===== config.mk =====
export PLATFORM = sky130hd
export DESIGN_NAME = hotkey_chord_capture_router
export DESIGN_NICKNAME = d
export VERILOG_FILES = /design/src/hccr_pkg.sv /design/src/hotkey_chord_capture_router.sv
export SDC_FILE = /design/constraint.sdc
export NUM_CORES = 1
export LEC_CHECK = 0
export ABC_CLOCK_PERIOD_IN_PS = 5600
export BUFFER_PORTS_ARGS = -buffer_cell sky130_fd_sc_hd__buf_2
export CORE_ASPECT_RATIO = 1.75
export CORE_UTILIZATION = 37
export CTS_BUF_LIST = sky130_fd_sc_hd__clkbuf_8
export DETAILED_ROUTE_END_ITERATION = 8
export PLACE_DENSITY_LB_ADDON = 0.08
export SYNTH_ARGS = -nofsm -noshare
export SYNTH_HDL_FRONTEND = slang
export SYNTH_SLANG_ARGS = --single-unit

===== constraint.sdc =====
create_clock -name clk -period 5.6 [get_ports clk]
set_clock_uncertainty 0.05 [all_clocks]
set_input_delay 1.68 -clock clk [delete_from_list [all_inputs] [get_ports clk]]
set_output_delay 1.68 -clock clk [all_outputs]
set_load 0.01 [all_outputs]

===== src/hccr_pkg.sv =====
// Package for the hotkey chord capture router: key codes, action and register codes, helpers.
`default_nettype none

package hccr_pkg;

    // Widest chord the member registers can describe.
    localparam int MAX_MEMBERS_DEF = 4;
    localparam int KEY_REGS        = 4;

    localparam logic [7:0] KEY_DELETE  = 8'h2E;
    localparam logic [7:0] KEY_P       = 8'h50;
    localparam logic [7:0] KEY_F       = 8'h46;
    localparam logic [7:0] KEY_SHIFT   = 8'h10;
    localparam logic [7:0] KEY_CONTROL = 8'h11;
    localparam logic [7:0] KEY_MENU    = 8'h12;
    localparam logic [7:0] KEY_LSHIFT  = 8'hA0;
    localparam logic [7:0] KEY_RSHIFT  = 8'hA1;
    localparam logic [7:0] KEY_LCTRL   = 8'hA2;
    localparam logic [7:0] KEY_RCTRL   = 8'hA3;
    localparam logic [7:0] KEY_LMENU   = 8'hA4;
    localparam logic [7:0] KEY_RMENU   = 8'hA5;

    localparam logic [1:0] ACT_KEY        = 2'd0;
    localparam logic [1:0] ACT_FOCUS_LOST = 2'd1;
    localparam logic [1:0] ACT_TOGGLE     = 2'd2;

    localparam logic [2:0] REG_KEY_A = 3'd0;
    localparam logic [2:0] REG_KEY_B = 3'd1;
    localparam logic [2:0] REG_KEY_C = 3'd2;
    localparam logic [2:0] REG_KEY_D = 3'd3;
    localparam logic [2:0] REG_SIZE  = 3'd4;

    localparam logic [7:0] KEY_A_RST = 8'd17;
    localparam logic [7:0] KEY_B_RST = 8'd18;
    localparam logic [7:0] KEY_C_RST = 8'd0;
    localparam logic [7:0] KEY_D_RST = 8'd0;
    localparam logic [2:0] SIZE_RST  = 3'd2;

    // Fold left/right Shift, Ctrl and Alt onto their generic codes.
    function automatic logic [7:0] merge_sides(input logic [7:0] code);
        logic [7:0] res;
        case (code)
            KEY_LSHIFT, KEY_RSHIFT: res = KEY_SHIFT;
            KEY_LCTRL, KEY_RCTRL:   res = KEY_CONTROL;
            KEY_LMENU, KEY_RMENU:   res = KEY_MENU;
            default:                res = code;
        endcase
        return res;
    endfunction

endpackage

`default_nettype wire


===== src/hotkey_chord_capture_router.sv =====
// Hotkey chord capture router: top level with config registers, input stage and result stage.
//
// Usage:
//   Input channel (in_valid / in_stall) carries one keyboard event per transfer:
//   a key event, a focus-lost event or an external capture toggle, with the
//   key code, up/down flag and the host context bits (focus, prompt, tab).
//   Output channel (out_valid / out_stall) returns exactly one result per event:
//   swallow / forward / guest_key routing, prompt hand-off, the three chord
//   requests and the capture mode that holds after the event.
//   The event is captured in an input register, then the routing logic and
//   the chord state update write their outcome into the result register.
//   Throughput is one event per cycle while out_stall is low; the chord
//   state is updated in the same cycle that writes the result, so
//   back-to-back events see each other's effects.
//   When the receiver stalls, the result register holds and the input
//   register fills, after which in_stall rises; at most two events are in
//   flight. Reset clears the chord tracking state, capture mode and both
//   stages, and loads the default chord (Ctrl + Alt, two members).
//   Configuration goes through the APB-style port; write it only while idle.
`default_nettype none

module hotkey_chord_capture_router #(
    parameter int MAX_MEMBERS = hccr_pkg::MAX_MEMBERS_DEF
) (
    input  wire logic        clk,
    input  wire logic        rst_n,

    input  wire logic        psel,
    input  wire logic        penable,
    input  wire logic        pwrite,
    input  wire logic [4:0]  paddr,
    input  wire logic [31:0] pwdata,
    output logic      [31:0] prdata,
    output logic             pready,

    input  wire logic        in_valid,
    output logic             in_stall,
    input  wire logic [1:0]  action,
    input  wire logic [7:0]  key_code,
    input  wire logic        release_req,
    input  wire logic        has_focus,
    input  wire logic        prompt_armed,
    input  wire logic        screen_tab,

    output logic             out_valid,
    input  wire logic        out_stall,
    output logic             swallow,
    output logic             forward,
    output logic      [7:0]  guest_key,
    output logic             to_prompt,
    output logic             req_three_finger,
    output logic             req_pause_flip,
    output logic             req_full_flip,
    output logic             capture_on
);

    // Members actually tracked: the parameter, capped by the four key registers.
    localparam int NUM_M = (MAX_MEMBERS < hccr_pkg::KEY_REGS) ? MAX_MEMBERS
                                                              : hccr_pkg::KEY_REGS;

    // ---------------------------------------------------------------- config
    logic [7:0] key_reg [hccr_pkg::KEY_REGS];
    logic [2:0] size_reg;
    logic       cfg_wr;

    assign pready = 1'b1;
    assign cfg_wr = psel && penable && pwrite && pready;

    always_ff @(posedge clk or negedge rst_n)
    begin
        if (!rst_n)
        begin
            key_reg[0] <= hccr_pkg::KEY_A_RST;
            key_reg[1] <= hccr_pkg::KEY_B_RST;
            key_reg[2] <= hccr_pkg::KEY_C_RST;
            key_reg[3] <= hccr_pkg::KEY_D_RST;
            size_reg   <= hccr_pkg::SIZE_RST;
        end
        else if (cfg_wr)
        begin
            // Decode on the word index; writes beyond the list are dropped.
            case (paddr[4:2])
                hccr_pkg::REG_KEY_A: key_reg[0] <= pwdata[7:0];
                hccr_pkg::REG_KEY_B: key_reg[1] <= pwdata[7:0];
                hccr_pkg::REG_KEY_C: key_reg[2] <= pwdata[7:0];
                hccr_pkg::REG_KEY_D: key_reg[3] <= pwdata[7:0];
                hccr_pkg::REG_SIZE:  size_reg   <= pwdata[2:0];
                default: ;
            endcase
        end
    end

    // Readback; unaligned addresses read as zero.
    always_comb
    begin
        prdata = '0;
        if (paddr[1:0] == 2'b00)
        begin
            case (paddr[4:2])
                hccr_pkg::REG_KEY_A: prdata = {24'd0, key_reg[0]};
                hccr_pkg::REG_KEY_B: prdata = {24'd0, key_reg[1]};
                hccr_pkg::REG_KEY_C: prdata = {24'd0, key_reg[2]};
                hccr_pkg::REG_KEY_D: prdata = {24'd0, key_reg[3]};
                hccr_pkg::REG_SIZE:  prdata = {29'd0, size_reg};
                default:             prdata = '0;
            endcase
        end
    end

    // ----------------------------------------------------------- input stage
    logic       s1_valid_reg, s1_valid_next;
    logic [1:0] s1_action_reg;
    logic [7:0] s1_code_reg;
    logic       s1_up_reg;
    logic       s1_focus_reg;
    logic       s1_prompt_reg;
    logic       s1_screen_reg;
    logic       in_take;
    logic       advance;

    // The result register can take a new value when empty or being drained.
    assign advance  = !out_valid || !out_stall;
    assign in_stall = s1_valid_reg && !advance;
    assign in_take  = in_valid && !in_stall;

    always_comb
    begin
        if (in_take)
            s1_valid_next = 1'b1;
        else if (advance)
            s1_valid_next = 1'b0;
        else
            s1_valid_next = s1_valid_reg;
    end

    always_ff @(posedge clk or negedge rst_n)
    begin
        if (!rst_n)
            s1_valid_reg <= 1'b0;
        else
            s1_valid_reg <= s1_valid_next;
    end

    always_ff @(posedge clk)
    begin
        if (in_take)
        begin
            s1_action_reg <= action;
            s1_code_reg   <= key_code;
            s1_up_reg     <= release_req;
            s1_focus_reg  <= has_focus;
            s1_prompt_reg <= prompt_armed;
            s1_screen_reg <= screen_tab;
        end
    end

    // ------------------------------------------------------- chord tracking
    logic [NUM_M-1:0] down_reg, down_next;
    logic [NUM_M-1:0] hidden_reg, hidden_next;
    logic             held_reg, held_next;
    logic             used_reg, used_next;
    logic             capture_reg, capture_next;

    logic [2:0]       n_use;
    logic [NUM_M-1:0] full_mask;
    logic [NUM_M-1:0] hit;
    logic             is_member;

    logic       swallow_c, forward_c, to_prompt_c;
    logic       cad_c, pause_c, full_c;
    logic [7:0] guest_c;

    // Clamp the chord size to 1..NUM_M.
    always_comb
    begin
        if (size_reg == 3'd0)
            n_use = 3'd1;
        else if (size_reg > 3'(NUM_M))
            n_use = 3'(NUM_M);
        else
            n_use = size_reg;
    end

    // All-down mask and the lowest matching member as a one-hot.
    always_comb
    begin
        full_mask = '0;
        hit       = '0;
        is_member = 1'b0;
        for (int i = 0; i < NUM_M; i++)
        begin
            full_mask[i] = (3'(i) < n_use);
            if (!is_member && (3'(i) < n_use) && (key_reg[i] == s1_code_reg))
            begin
                hit[i]    = 1'b1;
                is_member = 1'b1;
            end
        end
    end

    always_comb
    begin
        down_next    = down_reg;
        hidden_next  = hidden_reg;
        held_next    = held_reg;
        used_next    = used_reg;
        capture_next = capture_reg;
        swallow_c    = 1'b0;
        forward_c    = 1'b0;
        to_prompt_c  = 1'b0;
        cad_c        = 1'b0;
        pause_c      = 1'b0;
        full_c       = 1'b0;
        guest_c      = 8'd0;

        case (s1_action_reg)
            hccr_pkg::ACT_FOCUS_LOST:
            begin
                down_next    = '0;
                hidden_next  = '0;
                held_next    = 1'b0;
                used_next    = 1'b0;
                capture_next = 1'b0;
            end
            hccr_pkg::ACT_TOGGLE:
            begin
                capture_next = !capture_reg;
            end
            hccr_pkg::ACT_KEY:
            begin
                if (!s1_focus_reg)
                begin
                    // Background window: drop the event.
                end
                else if (!s1_up_reg && s1_prompt_reg)
                begin
                    to_prompt_c = 1'b1;
                    swallow_c   = 1'b1;
                end
                else if (is_member)
                begin
                    if (!s1_up_reg)
                    begin
                        if ((down_reg & hit) != '0)
                        begin
                            // Auto-repeat: hide it the same way as the first press.
                            swallow_c = (hidden_reg & hit) != '0;
                        end
                        else
                        begin
                            swallow_c = capture_reg;
                            down_next = down_reg | hit;
                            if (capture_reg)
                                hidden_next = hidden_reg | hit;
                            else
                                hidden_next = hidden_reg & ~hit;
                        end
                        if (!held_reg && (down_next == full_mask))
                        begin
                            held_next = 1'b1;
                            used_next = 1'b0;
                        end
                    end
                    else
                    begin
                        swallow_c   = (hidden_reg & hit) != '0;
                        down_next   = down_reg & ~hit;
                        hidden_next = hidden_reg & ~hit;
                        held_next   = 1'b0;
                        // Release of an unused chord flips capture.
                        if (held_reg && !used_reg)
                            capture_next = !capture_reg;
                    end
                end
                else
                begin
                    if (held_reg && !s1_up_reg)
                        used_next = 1'b1;
                    if (held_reg && (s1_code_reg == hccr_pkg::KEY_DELETE))
                    begin
                        swallow_c = 1'b1;
                        cad_c     = !s1_up_reg;
                    end
                    else if (held_reg && (s1_code_reg == hccr_pkg::KEY_P))
                    begin
                        swallow_c = 1'b1;
                        pause_c   = !s1_up_reg;
                    end
                    else if (held_reg && (s1_code_reg == hccr_pkg::KEY_F))
                    begin
                        swallow_c = 1'b1;
                        full_c    = !s1_up_reg;
                    end
                    else if (capture_reg)
                    begin
                        swallow_c = 1'b1;
                        if (s1_screen_reg)
                        begin
                            forward_c = 1'b1;
                            guest_c   = hccr_pkg::merge_sides(s1_code_reg);
                        end
                    end
                end
            end
            default:
            begin
                // Unused action code: no change.
            end
        endcase
    end

    // Commit the state only when the event moves into the result register.
    always_ff @(posedge clk or negedge rst_n)
    begin
        if (!rst_n)
        begin
            down_reg    <= '0;
            hidden_reg  <= '0;
            held_reg    <= 1'b0;
            used_reg    <= 1'b0;
            capture_reg <= 1'b0;
        end
        else if (advance && s1_valid_reg)
        begin
            down_reg    <= down_next;
            hidden_reg  <= hidden_next;
            held_reg    <= held_next;
            used_reg    <= used_next;
            capture_reg <= capture_next;
        end
    end

    // ---------------------------------------------------------- result stage
    logic       out_valid_reg, out_valid_next;
    logic       swallow_reg;
    logic       forward_reg;
    logic [7:0] guest_reg;
    logic       to_prompt_reg;
    logic       cad_reg;
    logic       pause_reg;
    logic       full_reg;
    logic       capture_on_reg;

    assign out_valid_next = advance ? s1_valid_reg : out_valid_reg;

    always_ff @(posedge clk or negedge rst_n)
    begin
        if (!rst_n)
            out_valid_reg <= 1'b0;
        else
            out_valid_reg <= out_valid_next;
    end

    always_ff @(posedge clk)
    begin
        if (advance && s1_valid_reg)
        begin
            swallow_reg    <= swallow_c;
            forward_reg    <= forward_c;
            guest_reg      <= guest_c;
            to_prompt_reg  <= to_prompt_c;
            cad_reg        <= cad_c;
            pause_reg      <= pause_c;
            full_reg       <= full_c;
            capture_on_reg <= capture_next;
        end
    end

    assign out_valid        = out_valid_reg;
    assign swallow          = swallow_reg;
    assign forward          = forward_reg;
    assign guest_key        = guest_reg;
    assign to_prompt        = to_prompt_reg;
    assign req_three_finger = cad_reg;
    assign req_pause_flip   = pause_reg;
    assign req_full_flip    = full_reg;
    assign capture_on       = capture_on_reg;

`ifndef SYNTHESIS
    // A hidden press is always a press that is still down.
    assert property (@(posedge clk) disable iff (!rst_n)
        (hidden_reg & ~down_reg) == '0)
        else $error("hidden member key not marked down");

    // Anything sent to the guest is hidden from the host.
    assert property (@(posedge clk) disable iff (!rst_n)
        out_valid_reg && forward_reg |-> swallow_reg)
        else $error("forwarded key not swallowed");

    // One chord request per event at most, and never with a prompt hand-off.
    assert property (@(posedge clk) disable iff (!rst_n)
        out_valid_reg |-> $onehot0({cad_reg, pause_reg, full_reg, to_prompt_reg, forward_reg}))
        else $error("conflicting routing outcomes");

    // Input back-pressure only while the input register is occupied.
    assert property (@(posedge clk) disable iff (!rst_n)
        in_stall |-> s1_valid_reg && out_valid_reg)
        else $error("input stalled with room available");

    // Reported capture mode matches the tracked mode after the committed event.
    assert property (@(posedge clk) disable iff (!rst_n)
        advance && s1_valid_reg |=> capture_on_reg == capture_reg)
        else $error("capture_on out of step with capture state");
`endif

endmodule

`default_nettype wire

# Word-level counts from Yosys, hierarchy flattened
# Index checks and enable logic that the tools add are counted.
dict set report word_totals {
  regBits 77
  in_bits 58
  out_inout_bits 50
  word_cells 191
}
dict set report op_classes {
  order_cmp 5
  eq_ne 28
  mux 61
  bitwise 14
  n_reduce_logical 57
}
# operator n
set op_table {}
lappend op_table {{$mux 4} 16}
lappend op_table {{$eq 8x8->1 const B} 6}
lappend op_table {{$pmux 8 s5} 1}
lappend op_table {{$mux 1} 35}
lappend op_table {{$eq 8x8->1} 4}
lappend op_table {{$pmux 8 s3} 1}
lappend op_table {{$logic_and 1x1->1} 19}
lappend op_table {{$and 4x4->4} 4}
lappend op_table {{$eq 8x7->1 const B} 2}
lappend op_table {{$pmux 4 s2} 2}
lappend op_table {{$ne 3x3->1 const B} 5}
lappend op_table {{$reduce_and 2->1} 6}
lappend op_table {{$reduce_and 6->1} 2}
lappend op_table {{$logic_not 1->1} 11}
lappend op_table {{$reduce_or 9->1} 1}
lappend op_table {{$eq 8x6->1 const B} 1}
lappend op_table {{$mux 8} 1}
lappend op_table {{$or 4x4->4} 2}
lappend op_table {{$reduce_bool 4->1} 2}
lappend op_table {{$reduce_or 8->1} 1}
lappend op_table {{$not 1->1} 7}
lappend op_table {{$reduce_and 7->1} 1}
lappend op_table {{$reduce_or 7->1} 1}
lappend op_table {{$eq 3x2->1 const B} 2}
lappend op_table {{21 further kinds} 32}

# Longest topological paths before layout
# Gate-level depths: netlist of run 1.
dict set report logic_depth {
  ltp_word 34
  ltp_mapped 8
  mapped_depth_nobuf 7
}

# Least setup slack after synthesis of run 1
# No wires, ideal clock.
dict set report synth_timing {
  kind {in2out}
  from {input paddr[2]}
  to {output prdata[0]}
  t_arrival_ns 2.639
  required_time_ns 3.870
  setup_slack_ns 1.231
  stages 5
  path_buffers 1
  path_cell_list {clkbuf_1 mux2_2 a22oi_1 o22a_1 nor2_1}
}
dict set report synth_via {
  elab_chain_cells 3
  word_cells_on_any_way 7
  classes_between {eq/ne: 4; mux: 2; reduce/logical: 1}
}
# element line_no
set synth_lines {}
lappend synth_lines {{start, declared} hotkey_chord_capture_router.sv:31} ;# input wire logic [4:0] paddr,
lappend synth_lines {{$eq 3x3->1, or another cell as far along} hotkey_chord_capture_router.sv:99} ;# case (paddr[4:2])
lappend synth_lines {{$pmux 8 s5 *} hotkey_chord_capture_router.sv:99}
lappend synth_lines {{$mux 8 *} hotkey_chord_capture_router.sv:97} ;# if (paddr[1:0] == 2'b00)
lappend synth_lines {{end, declared} hotkey_chord_capture_router.sv:33} ;# output logic [31:0] prdata,
# Every way passes the cells marked *; elsewhere a longest branch is shown, timed or not.

# Final worst setup path of run 1
dict set report layout_timing {
  from {input paddr[3]}
  to {output prdata[3]}
}
# Same word-level chain as after synthesis.

==> results of run 1 <==
[power by group]
part / internal [µW] / total (µW) / switching [µW]
Combinational: 133 / 267 / 134
Clock: 172 / 416 / 244
Sequential: 663 / 753 / 90.6
Total: 968 / 1440 / 469
[routing by layer]
layer	vias to the layer above	part of all wire, %	wire, µm	global-route usage, %
met5	-	0	0	0
met4	0	2.5	265	7.881
met3	15	3.6	388	3.674
met2	101	56	6011	34.43
met1	1476	38	4052	19.41
li1	1478	-	-	-
[cell families after synthesis]
| kind of cell | after synthesis | share of synthesized area (%) |
|---|---|---|
| AOI/OAI and AO/OA | 61 | 9.625 |
| xor gates and xnor gates | 33 | 7.581 |
| other | 2 | 0.1704 |
| and+or+nand+nor | 116 | 14.48 |
| buffers and inverters | 55 | 8.092 |
| muxes | 52 | 12.89 |
| DFF | 77 | 47.16 |
[critical path, stage by stage]
cell and delay [ps]:
buf_2 410, nor2_1 220, o21ai_1 500, nor2_1 110
buf_2 160
[synth_stat cells, types with 3 or more instances]
cell / count
o211ai_1: 3
buf_4: 26
o21ai_1: 5
dfrtp_1: 43
a21o_1: 3
a21oi_1: 9
nand3_1: 9
a22oi_1: 5
nand2b_1: 4
nor4_2: 3
o22a_1: 8
nor2b_1: 3
clkbuf_1: 5
dfstp_2: 5
and3_1: 4
buf_6: 7
o22ai_1: 5
mux2_2: 38
xnor2_2: 5
nor2_1: 32
o21ai_0: 9
buf_1: 3
inv_1: 14
and2_1: 4
nand2_1: 19
nor4_1: 6
mux2i_1: 14
or3_1: 5
xnor2_1: 7
nand4_1: 7
edfxtp_1: 29
nor3_1: 7
xor2_1: 20
[through the flow]
step | cell area, µm² | hold WS [ps] | std cells
after detailed placement | 4656 | 438.5 | 572
after global routing | 4843 | 501.7 | 588
after CTS | 4843 | 460.2 | 588
after floorplan | 4493 | 407.4 | 419
after global placement | 4656 | 430.3 | 572
final | 4843 | 452.8 | 588
[worst min path at each step]
| stage | from | cells after the start | endpoint | slack (ps) |
|---|---|---|---|---|
| 6_report | s1_valid_reg$_DFFE_PN0P_ | 1 | out_valid$_DFFE_PN0N_ | 450 |
| 5_1_grt | s1_valid_reg$_DFFE_PN0P_ | 1 | out_valid$_DFFE_PN0N_ | 500 |
| 4_1_cts | s1_valid_reg$_DFFE_PN0P_ | 1 | out_valid$_DFFE_PN0N_ | 460 |
| 3_5_place_dp | s1_valid_reg$_DFFE_PN0P_ | 1 | out_valid$_DFFE_PN0N_ | 440 |
| 3_3_place_gp | s1_valid_reg$_DFFE_PN0P_ | 1 | out_valid$_DFFE_PN0N_ | 430 |
| 2_1_floorplan | s1_valid_reg$_DFFE_PN0P_ | 1 | out_valid$_DFFE_PN0N_ | 410 |
[final cells by class]
class / instances / area (µm²)
clock buffer: 9 / 123.9
clock inverter: 7 / 63.81
fill: 1159 / 6738
inverter: 14 / 52.55
multi-input combinational: 287 / 2058
sequential: 77 / 2078
tap: 135 / 168.9
timing repair buffer: 59 / 297.8
==> metrics, run 1 <==
status complete, but fails checks; failing checks DRC; Synth cell types 57; io pins between 100 and 150; Yosys top cell by area dfrtp_1; final net count 506; first-pass GRT wire length 16.78 mm; clk buf depth 2; Area Overhead vs Synth 9.909%; Routed WL about 11 mm; CP Capture Type output pin; RR Endpoint used_reg$_DFFE_PN0P_; final core utilization 41.82%; DR vias/cell ~5.2; vias post-DR between 3000 and 4000; Slew @ Worst Pin slightly above 900 ps; Gate Count Post-Synth 396; Worst R2R Start s1_code_reg[2]$_DFFE_PP_; Seq/Total Area, Yosys 47.16%; setup_tns 0 ps; Die Y around 150 µm; Max Transition Viols Final 0; crit start category primary input; Finish-stage setup viols 0; Peak supply drop approximately 0.12 mV; Post-Syn Area about 4400 µm²; post-cts gate resize count 0; Synth top area share 24.42%; Final ANT Viol Nets 0; CTS root buf clkbuf_8; Detailed Place HPWL between 8 and 9 mm; top cells by area, synth dfrtp_1, edfxtp_1, mux2_2; Max-cap violations 0; setup slack, reg-to-reg 2480 ps; Synth Flop Type dfrtp_1; synth warn 0; number of DRC markers in iteration 0 114; Post-synth EDFFs 29; number of port buffers 58; CP startpoint paddr[3]; post-CTS setup buffers 0; CTS tree built; area of the core 11580 µm²; number of cell rows 52; Initial Util between 30% and 40%; Crit Path Category primary input to output pin; initial antenna violation count 0; CP arrival 3080 ps; Post-Place Worst Slack 768.3 ps; Final WS setup 791.6 ps; crit path max fanout 22; pwr/cell area 296.6 nW/µm²; Worst R2R Path Depth 7; gr usage total between 10% and 20%; global route total overflow 0; H-tree levels 3; GPL Wtd Cong 0.8288; commonest non-fill, non-tap cell in the layout buf_2; clk sinks 77; max reg flops 32; Worst slew margin between 30% and 40%; Worst-path clk slew 90 ps; average size of a mapped cell 11.13 µm²; cts bufs inserted 9; Req. time, crit path 3870 ps; Seq cells post-synth a little under 80; worst setup path end prdata[3]; final hold violation count 0; highest-count cells in the layout ignoring fill and taps buf_2, dfrtp_1, mux2_2; ant diodes 0; chip width 84.50 µm; Max Clk Rate 0.2080 GHz; final period utilization roughly 86%; share of cells above drive strength 1 30.02%; total power 1437 µW; drt pass-1 iters 9; Hold Path Class flip-flop to flip-flop; drt drc 10; Final min period 4808 ps; Leak roughly 0.002 µW; full die area ~12000 µm²; largest net degree at the start of global routing 49; routed wire length per instance 18.23 µm; vias in the first global route 3068; hold_buf cts 0; fraction of registers with async set/reset roughly 62%; clk_lat worst skew 370 ps; RSZ-0062 raised after global routing false
Note: power is estimated with default switching activity, not from simulation.
==> run 2: changes to the inputs <==
- CORE_ASPECT_RATIO: 1.75 -> 1.4
- REMOVE_ABC_BUFFERS: not set -> 1
- SLEW_MARGIN: not set -> 5
==> metrics, run 2 (synthesis gave the netlist of run 1 again) <==
Area Overhead vs Synth 11.13%; footprint of the multi-input gates a little over 2000 µm²; Routed WL ~11 mm; crit-path cells buf_2 > nor2_1 > a22oi_1 > o22a_1 > nor2_1 > buf_2; area of the core 11450 µm²; DR vias/cell 5.122; commonest non-fill, non-tap cell in the layout buf_2; max reg flops 32; vias in the first global route 3069; GPL Wtd Cong 0.8053; P_sw between 400 and 500 µW; io pins about 110; Die Y 131.1 µm; FILL cells 1153; final period utilization 84.17%; crit path max fanout 22; Crit-path slowest cell nor2_1; post-cts gate resize count 0; crit start category primary input; Seq pwr share between 50 and 60%; ant diodes 0; clk buf depth 2; crit-path max cell delay 380 ps; Max Clk Rate around 0.21 GHz; hold_buf cts 0; Final min period between 4000 and 5000 ps; Detailed Place HPWL ~8.0 mm; highest-count cells in the layout ignoring fill and taps buf_2, dfrtp_1, mux2_2; largest net degree at the start of global routing 49; Finish-stage setup viols 0; Crit Path Category primary input to output pin; Sw Share 29.91%; Comb power frac about 18%; Worst slew margin 24.71%; register area 2078 µm²; H-tree levels 3; Max-cap violations 0; routed wire length per instance 17.76 µm; initial antenna violation count 0; number of DRC markers in iteration 0 148; drt pass-1 iters 4; final hold violation count 0; Max Transition Viols Final 0; cts bufs inserted 9; Worst-path clk slew 80 ps; Hold Path Sink out_valid$_DFFE_PN0N_; RSZ-0062 raised after global routing false; setup_tns 0 ps; Peak supply drop 0.1020 mV; number of cell rows 46; setup slack, reg-to-reg approximately 2600 ps; CP arrival 2980 ps; share of cells above drive strength 1 29.96%; cell family contributing the most delay on the critical path simple AND/OR/NAND/NOR gates; CP Capture Type output pin; Initial Util 38.47%; clk sinks 77; CP Buf/Inv Count 2; CTS tree built; Post-Place Worst Slack just over 900 ps; post-CTS setup buffers 0; Hold Path Class flip-flop to flip-flop; pwr/cell area 306.1 nW/µm²; drt drc 0; RR Endpoint used_reg$_DFFE_PN0P_; start point of the worst hold path s1_valid_reg$_DFFE_PN0P_; Final WS setup 886.3 ps; Leak 0.002081 µW; first-pass GRT wire length roughly 17 mm; Slew @ Worst Pin approximately 1100 ps; Req. time, crit path 3870 ps; Final ANT Viol Nets 0; chip width 94.24 µm; total internal power between 1000 and 1500 µW; number of port buffers a little under 60; gr usage total 18.35%; clk_lat worst skew 370 ps; global route total overflow 0; final net count 507; status complete, no violations; CTS root buf clkbuf_8; Min-Delay Path Depth 1; full die area 12360 µm²; Worst R2R Path Depth 7; vias post-DR 3063; Clock Power Share 32.1%; Worst R2R Start s1_code_reg[2]$_DFFE_PP_
run 2: changes by cell type in the layout (fill, tap and decap cells not counted):
cell | previous run | this run
inv_4 | 1 | 0
inv_8 | 2 | 0
bufinv_16 | 0 | 2
buf_4 | 1 | 2
inv_1 | 14 | 15
run 2: area by class of cell:
type	count	share of cell area, %
clock inverters	7	2.018
flip-flops and latches	77	42.44
inverters	14	1.073
multi-input cells	287	42.03
clock buffers	9	2.529
well taps	144	3.679
repair buffers	60	6.234
run 2: stage by stage:
stage | cell area (µm²) | instances | hold WS, ps | util (%) | total power [µW]
2_1_floorplan | 4189 | 378 | 407.4 | - | 930.1
3_3_place_gp | 4674 | 582 | 428.8 | 40.81 | 1028
3_5_place_dp | 4674 | 582 | 439.1 | 40.81 | 1031
4_1_cts | 4897 | 598 | 450.7 | 42.76 | 1513
5_1_grt | 4897 | 598 | 476.3 | 42.76 | 1575
6_report | 4897 | 598 | 450.4 | 42.76 | 1499
run 2: power by group through the flow:
stage | Clock [µW] | Sequential [µW] | Combinational (µW)
2_1_floorplan | 0 | 737 | 193
5_1_grt | 517 | 761 | 297
3_5_place_dp | 0 | 764 | 267
3_3_place_gp | 0 | 763 | 265
6_report | 481 | 752 | 266
4_1_cts | 493 | 753 | 268
run 2: metal layers:
| layer | up-vias | GRT usage (%) | share of wire (%) |
|---|---|---|---|
| li1 | 1482 | - | - |
| met1 | 1482 | 21.50 | 41 |
| met2 | 79 | 31.16 | 53 |
| met3 | 20 | 3.646 | 3.4 |
| met4 | 0 | 9.231 | 2.8 |
| met5 | - | 0 | 0 |
run 2: worst max-delay path by stage:
| stage | start | end | slack, ps | depth (start not counted) |
|---|---|---|---|---|
| 6_report | paddr[3] | prdata[0] | 890 | 6 |
| 5_1_grt | paddr[3] | prdata[0] | 790 | 6 |
| 4_1_cts | paddr[3] | prdata[0] | 900 | 6 |
| 3_5_place_dp | paddr[3] | prdata[0] | 920 | 6 |
| 3_3_place_gp | paddr[3] | prdata[0] | 920 | 6 |
| 2_1_floorplan | paddr[3] | prdata[0] | 1520 | 4 |
